<file path="src/ssr_pkg.sv">
// Shared types, constants and the segment decoder for the seven-segment raster block.
// Used by ssr_render and scaled_seven_segment_raster_top; depends on nothing else.
package ssr_pkg;

	localparam int MAX_DIGITS = 16;
	localparam int MAX_SCALE  = 15;

	localparam int SCALE_W = 4;
	localparam int COUNT_W = 5;
	localparam int SLOT_W  = 4;
	localparam int DIGIT_W = 4;
	localparam int GLYPH_W = 2;
	localparam int ROW_W   = 6;
	localparam int COL_W   = 5;

	localparam logic [SCALE_W-1:0] SCALE_RESET = 4'd2;
	localparam logic [COUNT_W-1:0] COUNT_RESET = 5'd1;

	localparam logic CMD_WRITE = 1'b0;
	localparam logic CMD_TICK  = 1'b1;

	localparam logic [GLYPH_W-1:0] GLYPH_BLANK = 2'd0;
	localparam logic [GLYPH_W-1:0] GLYPH_HBAR  = 2'd1;
	localparam logic [GLYPH_W-1:0] GLYPH_VBAR  = 2'd2;

	// Register index as decoded from paddr[2].
	localparam logic REG_SCALE = 1'b0;
	localparam logic REG_COUNT = 1'b1;

	// Segment bit positions, a in bit 0 through g in bit 6.
	localparam int SEG_A = 0;
	localparam int SEG_B = 1;
	localparam int SEG_C = 2;
	localparam int SEG_D = 3;
	localparam int SEG_E = 4;
	localparam int SEG_F = 5;
	localparam int SEG_G = 6;

	typedef struct packed {
		logic               command;
		logic [SLOT_W-1:0]  digit_slot;
		logic [DIGIT_W-1:0] digit_value;
	} ssr_item_t;

	typedef struct packed {
		logic [GLYPH_W-1:0] glyph;
		logic               row_end;
		logic               frame_end;
	} ssr_result_t;

	// Digits above nine light no segments.
	function automatic logic [6:0] seg_decode(input logic [DIGIT_W-1:0] d);
		logic [6:0] segs;
		case (d)
			4'd0:    segs = 7'h3F;
			4'd1:    segs = 7'h06;
			4'd2:    segs = 7'h5B;
			4'd3:    segs = 7'h4F;
			4'd4:    segs = 7'h66;
			4'd5:    segs = 7'h6D;
			4'd6:    segs = 7'h7D;
			4'd7:    segs = 7'h07;
			4'd8:    segs = 7'h7F;
			4'd9:    segs = 7'h6F;
			default: segs = 7'h00;
		endcase
		return segs;
	endfunction

endpackage

</file>
<file path="src/ssr_render.sv">
// Raster cursors, digit store and per-cell glyph logic of the seven-segment raster block.
// Depends on ssr_pkg; instantiated by scaled_seven_segment_raster_top.
module ssr_render (
	input  logic                          clk,
	input  logic                          arst_n,
	input  logic                          go,
	input  ssr_pkg::ssr_item_t            item,
	input  logic [ssr_pkg::SCALE_W-1:0]   scale,
	input  logic [ssr_pkg::COUNT_W-1:0]   digit_count,
	output ssr_pkg::ssr_result_t          result
);
	import ssr_pkg::*;

	logic [DIGIT_W-1:0] digit_store_q [MAX_DIGITS];
	logic [ROW_W-1:0]   row_cursor_q;
	logic [COL_W-1:0]   col_cursor_q;
	logic [SLOT_W-1:0]  slot_cursor_q;

	logic [SCALE_W-1:0] s_eff;
	logic [COUNT_W-1:0] n_eff;
	logic [ROW_W-1:0]   s6, s_p1, r_mid, r_last, row6, col6;
	logic [6:0]         segs;
	logic               mid_col, col_wrap, row_end, frame_end;
	logic [GLYPH_W-1:0] glyph;

	always_comb begin
		s_eff = scale;
		if (scale == '0) begin
			s_eff = SCALE_W'(1);
		end else if (32'(scale) > MAX_SCALE) begin
			s_eff = SCALE_W'(MAX_SCALE);
		end
		n_eff = digit_count;
		if (digit_count == '0) begin
			n_eff = COUNT_W'(1);
		end else if (32'(digit_count) > MAX_DIGITS) begin
			n_eff = COUNT_W'(MAX_DIGITS);
		end
	end

	always_comb begin
		s6     = ROW_W'(s_eff);
		s_p1   = s6 + ROW_W'(1);
		r_mid  = s_p1;
		r_last = {s6[ROW_W-2:0], 1'b0} + ROW_W'(2);
		row6   = row_cursor_q;
		col6   = ROW_W'(col_cursor_q);

		segs = 7'h00;
		if (COUNT_W'(slot_cursor_q) < n_eff) begin
			segs = seg_decode(digit_store_q[slot_cursor_q]);
		end

		mid_col = (col6 >= ROW_W'(1)) && (col6 <= s6);
		glyph   = GLYPH_BLANK;
		if (col6 > s_p1 || row6 > r_last) begin
			glyph = GLYPH_BLANK;
		end else if (row6 == '0) begin
			if (mid_col && segs[SEG_A]) glyph = GLYPH_HBAR;
		end else if (row6 == r_mid) begin
			if (mid_col && segs[SEG_G]) glyph = GLYPH_HBAR;
		end else if (row6 == r_last) begin
			if (mid_col && segs[SEG_D]) glyph = GLYPH_HBAR;
		end else if (row6 <= s6) begin
			if ((col6 == '0 && segs[SEG_F]) || (col6 == s_p1 && segs[SEG_B])) begin
				glyph = GLYPH_VBAR;
			end
		end else begin
			if ((col6 == '0 && segs[SEG_E]) || (col6 == s_p1 && segs[SEG_C])) begin
				glyph = GLYPH_VBAR;
			end
		end

		// The blank gap column is the last one of a digit cell.
		col_wrap  = col6 >= (s6 + ROW_W'(2));
		row_end   = ((COUNT_W'(slot_cursor_q) + COUNT_W'(1)) >= n_eff) && col_wrap;
		frame_end = row_end && (row6 >= r_last);

		result.glyph     = glyph;
		result.row_end   = row_end;
		result.frame_end = frame_end;
	end

	always_ff @(posedge clk or negedge arst_n) begin
		if (!arst_n) begin
			for (int i = 0; i < MAX_DIGITS; i++) begin
				digit_store_q[i] <= '0;
			end
			row_cursor_q  <= '0;
			col_cursor_q  <= '0;
			slot_cursor_q <= '0;
		end else if (go) begin
			if (item.command == CMD_WRITE) begin
				digit_store_q[item.digit_slot] <= item.digit_value;
			end else if (row_end) begin
				col_cursor_q  <= '0;
				slot_cursor_q <= '0;
				row_cursor_q  <= frame_end ? '0 : row_cursor_q + ROW_W'(1);
			end else if (col_wrap) begin
				col_cursor_q  <= '0;
				slot_cursor_q <= slot_cursor_q + SLOT_W'(1);
			end else begin
				col_cursor_q <= col_cursor_q + COL_W'(1);
			end
		end
	end

`ifndef SYNTHESIS
	a_row_bound: assert property (@(posedge clk) disable iff (!arst_n)
		32'(row_cursor_q) <= 2 * MAX_SCALE + 2)
		else $error("row cursor beyond tallest frame");
	a_col_bound: assert property (@(posedge clk) disable iff (!arst_n)
		32'(col_cursor_q) <= MAX_SCALE + 2)
		else $error("column cursor beyond widest cell");
	a_row_wrap: assert property (@(posedge clk) disable iff (!arst_n)
		go && item.command == CMD_TICK && row_end |=> col_cursor_q == '0 && slot_cursor_q == '0)
		else $error("cursor did not wrap at row end");
	a_write_holds: assert property (@(posedge clk) disable iff (!arst_n)
		go && item.command == CMD_WRITE |=> $stable(row_cursor_q) && $stable(col_cursor_q))
		else $error("digit write moved the raster cursor");
`endif

endmodule

</file>
<file path="src/scaled_seven_segment_raster_top.sv">
// Top level of the scaled seven-segment raster block: handshakes, registers, result stage.
// Depends on ssr_pkg and ssr_render.

// The block accepts one item per clock while item_stall is low and returns one raster cell
// for every tick item, none for a digit write; a tick's cell passes from the item register
// to a result register, which holds it on the result port, so that a new item is taken in
// every cycle while that register is free or being emptied. The raster cursor is read and
// advanced in the same cycle, which sets this rate. Digit writes and register writes take
// effect for the next tick; scale and digit_count are clamped to their legal ranges before
// use.
module scaled_seven_segment_raster_top (
	input  logic                          clk,
	input  logic                          arst_n,
	input  logic                          item_valid,
	output logic                          item_stall,
	input  logic                          command,
	input  logic [ssr_pkg::SLOT_W-1:0]    digit_slot,
	input  logic [ssr_pkg::DIGIT_W-1:0]   digit_value,
	output logic                          result_valid,
	input  logic                          result_stall,
	output logic [ssr_pkg::GLYPH_W-1:0]   glyph,
	output logic                          row_end,
	output logic                          frame_end,
	input  logic                          psel,
	input  logic                          penable,
	input  logic                          pwrite,
	input  logic [2:0]                    paddr,
	input  logic [31:0]                   pwdata,
	output logic [31:0]                   prdata,
	output logic                          pready
);
	import ssr_pkg::*;

	logic [SCALE_W-1:0] scale_q;
	logic [COUNT_W-1:0] digit_count_q;

	logic        valid_s1;
	ssr_item_t   item_s1;
	logic        go_s1, tick_go, out_free;
	ssr_result_t render_out;

	logic        valid_s2;
	ssr_result_t result_s2;

	assign pready = 1'b1;

	always_ff @(posedge clk or negedge arst_n) begin
		if (!arst_n) begin
			scale_q       <= SCALE_RESET;
			digit_count_q <= COUNT_RESET;
		end else if (psel && penable && pwrite) begin
			unique case (paddr[2])
				REG_SCALE: scale_q       <= pwdata[SCALE_W-1:0];
				REG_COUNT: digit_count_q <= pwdata[COUNT_W-1:0];
				default:   ;
			endcase
		end
	end

	always_comb begin
		unique case (paddr[2])
			REG_SCALE: prdata = 32'(scale_q);
			REG_COUNT: prdata = 32'(digit_count_q);
			default:   prdata = '0;
		endcase
	end

	// A write item never needs the result stage, so it drains even under stall.
	assign out_free   = !valid_s2 || !result_stall;
	assign go_s1      = valid_s1 && (item_s1.command == CMD_WRITE || out_free);
	assign tick_go    = go_s1 && item_s1.command == CMD_TICK;
	assign item_stall = valid_s1 && !go_s1;

	always_ff @(posedge clk or negedge arst_n) begin
		if (!arst_n) begin
			valid_s1 <= 1'b0;
			valid_s2 <= 1'b0;
		end else begin
			if (!item_stall) begin
				valid_s1 <= item_valid;
			end
			if (tick_go) begin
				valid_s2 <= 1'b1;
			end else if (!result_stall) begin
				valid_s2 <= 1'b0;
			end
		end
	end

	always_ff @(posedge clk) begin
		if (!item_stall && item_valid) begin
			item_s1.command     <= command;
			item_s1.digit_slot  <= digit_slot;
			item_s1.digit_value <= digit_value;
		end
		if (tick_go) begin
			result_s2 <= render_out;
		end
	end

	ssr_render u_render (
		.clk         (clk),
		.arst_n      (arst_n),
		.go          (go_s1),
		.item        (item_s1),
		.scale       (scale_q),
		.digit_count (digit_count_q),
		.result      (render_out)
	);

	assign result_valid = valid_s2;
	assign glyph        = result_s2.glyph;
	assign row_end      = result_s2.row_end;
	assign frame_end    = result_s2.frame_end;

`ifndef SYNTHESIS
	a_frame_in_row: assert property (@(posedge clk) disable iff (!arst_n)
		result_valid |-> !frame_end || row_end)
		else $error("frame end without row end");
	a_stall_cause: assert property (@(posedge clk) disable iff (!arst_n)
		item_stall |-> valid_s1 && item_s1.command == CMD_TICK && result_valid && result_stall)
		else $error("input stalled without a blocked result");
	a_tick_result: assert property (@(posedge clk) disable iff (!arst_n)
		tick_go |=> result_valid)
		else $error("tick item produced no result");
`endif

endmodule
</file>
<file path="config.mk">
export PLATFORM = sky130hd
export DESIGN_NAME = scaled_seven_segment_raster_top
export DESIGN_NICKNAME = d
export VERILOG_FILES = /design/src/ssr_pkg.sv /design/src/ssr_render.sv /design/src/scaled_seven_segment_raster_top.sv
export SDC_FILE = /design/constraint.sdc
export NUM_CORES = 1
export LEC_CHECK = 0
export CAP_MARGIN = 20
export CORE_MARGIN = 2
export CORE_UTILIZATION = 36
export DETAILED_ROUTE_END_ITERATION = 10
export DONT_BUFFER_PORTS = 1
export GPL_TIMING_DRIVEN = 0
export HOLD_SLACK_MARGIN = 0.12
export SETUP_SLACK_MARGIN = 0.3
export SYNTH_ARGS = -nofsm -noshare
export SYNTH_HDL_FRONTEND = slang
export SYNTH_SLANG_ARGS = --single-unit
</file>
<file path="constraint.sdc">
create_clock -name clk -period 3 [get_ports clk]
set_clock_uncertainty 0.15 [all_clocks]
set_input_delay 0.6 -clock clk [delete_from_list [all_inputs] [get_ports clk]]
set_output_delay 0.6 -clock clk [all_outputs]
set_load 0.05 [all_outputs]
</file>
==> flow_metrics.tcl <==
set metrics [dict create \
    cts_root_buffer "clkbuf_16" \
    finalNetCount 687 \
    grt_pass1_vias 4418 \
    grt_usage 0.166 \
    path_buf_inv 3 \
    grt_antenna_before_repair 0 \
    slowest_stage "mux4_2" \
    syn-cell-area_um2 6250 \
    status "complete, but fails checks" \
    drt_iter0_drc 208 \
    hold_ws_ps -204 \
    failed_checks "hold timing" \
    wl_um 15000 \
    min_period_over_period 0.960 \
    grt-ovfl-total 0 \
    avgSynthCellArea_um2 11.7 \
    max_cap_viol_count 0 \
    ys_seq_area_frac 0.423 \
    core_um2 17100 \
    gr-usage-met1 0.208 \
    max_freq_mhz 347 \
    fin_util 0.443 \
    ys_types 74 \
    crit_fanout 5 \
    h-tree-depth 3 \
    drtPass1Iterations 4 \
    grt_max_degree 91 \
    clockBufferDepth 2 \
    use_met3 0.0288 \
    start_util 0.365 \
    yosysWarnings 0 \
    hp-class "in -> async" \
    cp.arrival_ps 2880 \
    critical_path_class "reg -> reg" \
    die_area_um2 18400 \
    grt_pass1_wl_um 23500 \
    clock_latency_ps 350 \
    place.gp.congestion 0.866 \
    port_buffers 0 \
    ys.flop_type "dfrtp_1" \
    period_minus_slack_ps 2880 \
    finalHoldViolCount 90 \
    p_leak_nw 3.26 \
    clock_sinks 103 \
    cp_top_family "compound AO/OA/AOI/OAI gates" \
    required_ps 3000 \
    crit_path_cell_trace "clkbuf_16, buf_6, mux4_2, nand3_2, and3_4, inv_4, ha_4, a211oi_2, o32ai_2, a2111oi_4" \
    ioPinCount 90 \
    drc 0 \
    final_common_cell "dfrtp_1" \
    cp-start-kind "flip-flop" \
    die_y_um 136 \
    place_hpwl_um 10300 \
    wire_per_inst_um 18.2 \
    synthCells 536 \
    vias 4390 \
    worstMarginPinSlew_ps 955 \
    final_antenna_net_count 0 \
    cts_tree "yes" \
    rsz0062_at_grt "true" \
    rows 48 \
    synth_seq_cells 103 \
    vias_per_cell 5.30 \
    slew_headroom 0.354 \
    fin_total_pwr_mw 7.40 \
    critical_path.max_stage_delay_ps 520 \
    synth_edf_count 13 \
    fill_cells 1598 \
    synthArstFlopShare 0.874 \
    drv_slew 0 \
    layout_common_cells "dfrtp_1, mux2_2, buf_4" \
    met2_usage 0.285 \
    vdd_drop_max_mv 0.428 \
    area_delta_synth_final_pct 21.4 \
    cellPowerDensity_nw_per_um2 976 \
    layout-drive-gt1-share 0.395 \
    worstSetupEndpointType "flip-flop" \
    setup_viol 0 \
    die_w_um 136 \
    numCtsBuffers 9 \
    num_antenna_cells 0 \
    path_clk_slew_ps 70 \
    grt_busiest_layer "met2" \
]
worst reg2reg max path: cells and delay by family, from the launching register on:
kind                     cells  cell delay [ps]
AO/OA/AOI/OAI                3              750
multiplexers                 1              520
flip-flops                   1              450
AND/OR/NAND/NOR              2              340
buffers and inverters        3              320
adder cells (fa/ha/maj)      1              150
what timing repair did:
action	in CTS	in global routing
setup buffers	12	10
gates cloned	1	2
setup endpoints to repair	18	17
endpoints found under the hold margin	90	90
pin swaps	26	28
gates resized for setup	50	45
cell families (layout without fill, tap and decap cells):
group,Yosys count,after routing,share of synthesized area
mux,95,95,0.199
other cells,2,28,0.00120
compound gates,80,80,0.0891
fa+ha+maj,39,39,0.0777
simple gates,141,141,0.126
flops,103,103,0.423
buf+inv,66,107,0.0637
xor+xnor,10,10,0.0192
through the flow:
| step | area [um^2] | std cells | setup slack [ps] | TNS [ps] |
|---|---|---|---|---|
| 6_report | 7580 | 828 | 120 | 0 |
| 5_1_grt | 7580 | 828 | 0.856 | 0 |
| 4_1_cts | 7280 | 816 | 140 | 0 |
| 3_5_place_dp | 6640 | 787 | -184 | -826 |
| 3_3_place_gp | 6640 | 787 | -216 | -569 |
| 2_1_floorplan | 6350 | 562 | 252 | 0 |
cell type report:
| type | count | area, um^2 | share of cell area |
|---|---|---|---|
| buffer | 48 | 367 | 0.0483 |
| clock buffer | 10 | 229 | 0.0302 |
| clock inverter | 6 | 76.3 | 0.0101 |
| inverter | 18 | 75.1 | 0.00990 |
| multi-input combinational | 393 | 3650 | 0.482 |
| sequential | 103 | 2650 | 0.349 |
| tap | 225 | 282 | 0.0371 |
| timing repair buffer | 25 | 255 | 0.0337 |
flip-flops by register name (all words and copies together), names as in the netlist:
name and count:
u_render.digit_store_q 64, item_s1 9, u_render.row6 6, digit_count_q 5
u_render.col_cursor_q 5, scale_q 4, u_render.slot_cursor_q 4, glyph 2
frame_end 1, result_valid 1, row_end 1, valid_s1 1
where the power goes:
group / internal (mW) / total (mW) / switching, mW / leakage [nW]
Sequential: 1.74 / 2.06 / 0.321 / 1.26
Combinational: 2.01 / 4.13 / 2.12 / 1.85
Clock: 0.663 / 1.20 / 0.542 / 0.150
Total: 4.42 / 7.40 / 2.98 / 3.26
Yosys cell counts (all sizes together), types with 6 or more instances:
library cell  number  area [um^2]
nor2              12         45.0
nand2b             7         43.8
o21a               7         52.6
edfxtp            13          390
mux4              15          353
nor2b             16          100
clkbuf            10         37.5
nand2             41          156
xnor2              7         80.1
mux2              74          833
dfrtp             88         2200
o21ai             25          140
nand3             17          108
nor3              10         50.1
inv               18         70.1
ha                38          475
buf               38          290
a21oi             13         68.8
mux2i              6         60.1
nor4               6         43.8
metal layers:
metal | vias to the layer above | routed length (um)
met2 | 111 | 7740
li1 | 2042 | -
met3 | 16 | 615
met4 | 0 | 224
met5 | - | 0
met1 | 2221 | 6460
path summary, 6_finish.rpt:
path                       slack, ps                      start                         to  cells after the start
max                              120  u_render.slot_cursor_q[0]                   glyph[0]                     10
min                             -200                     arst_n   u_render.col_cursor_q[2]                      0
max in group asynchronous       2720                     arst_n  u_render.slot_cursor_q[0]                      0
min reg2reg                      350  u_render.digit_store_q[7]  u_render.digit_store_q[7]                      1
min in group clk                 190                    command                 item_s1[8]                      0
max reg2reg                      120  u_render.slot_cursor_q[0]                   glyph[0]                     10
(Power assumes the default switching activity.)
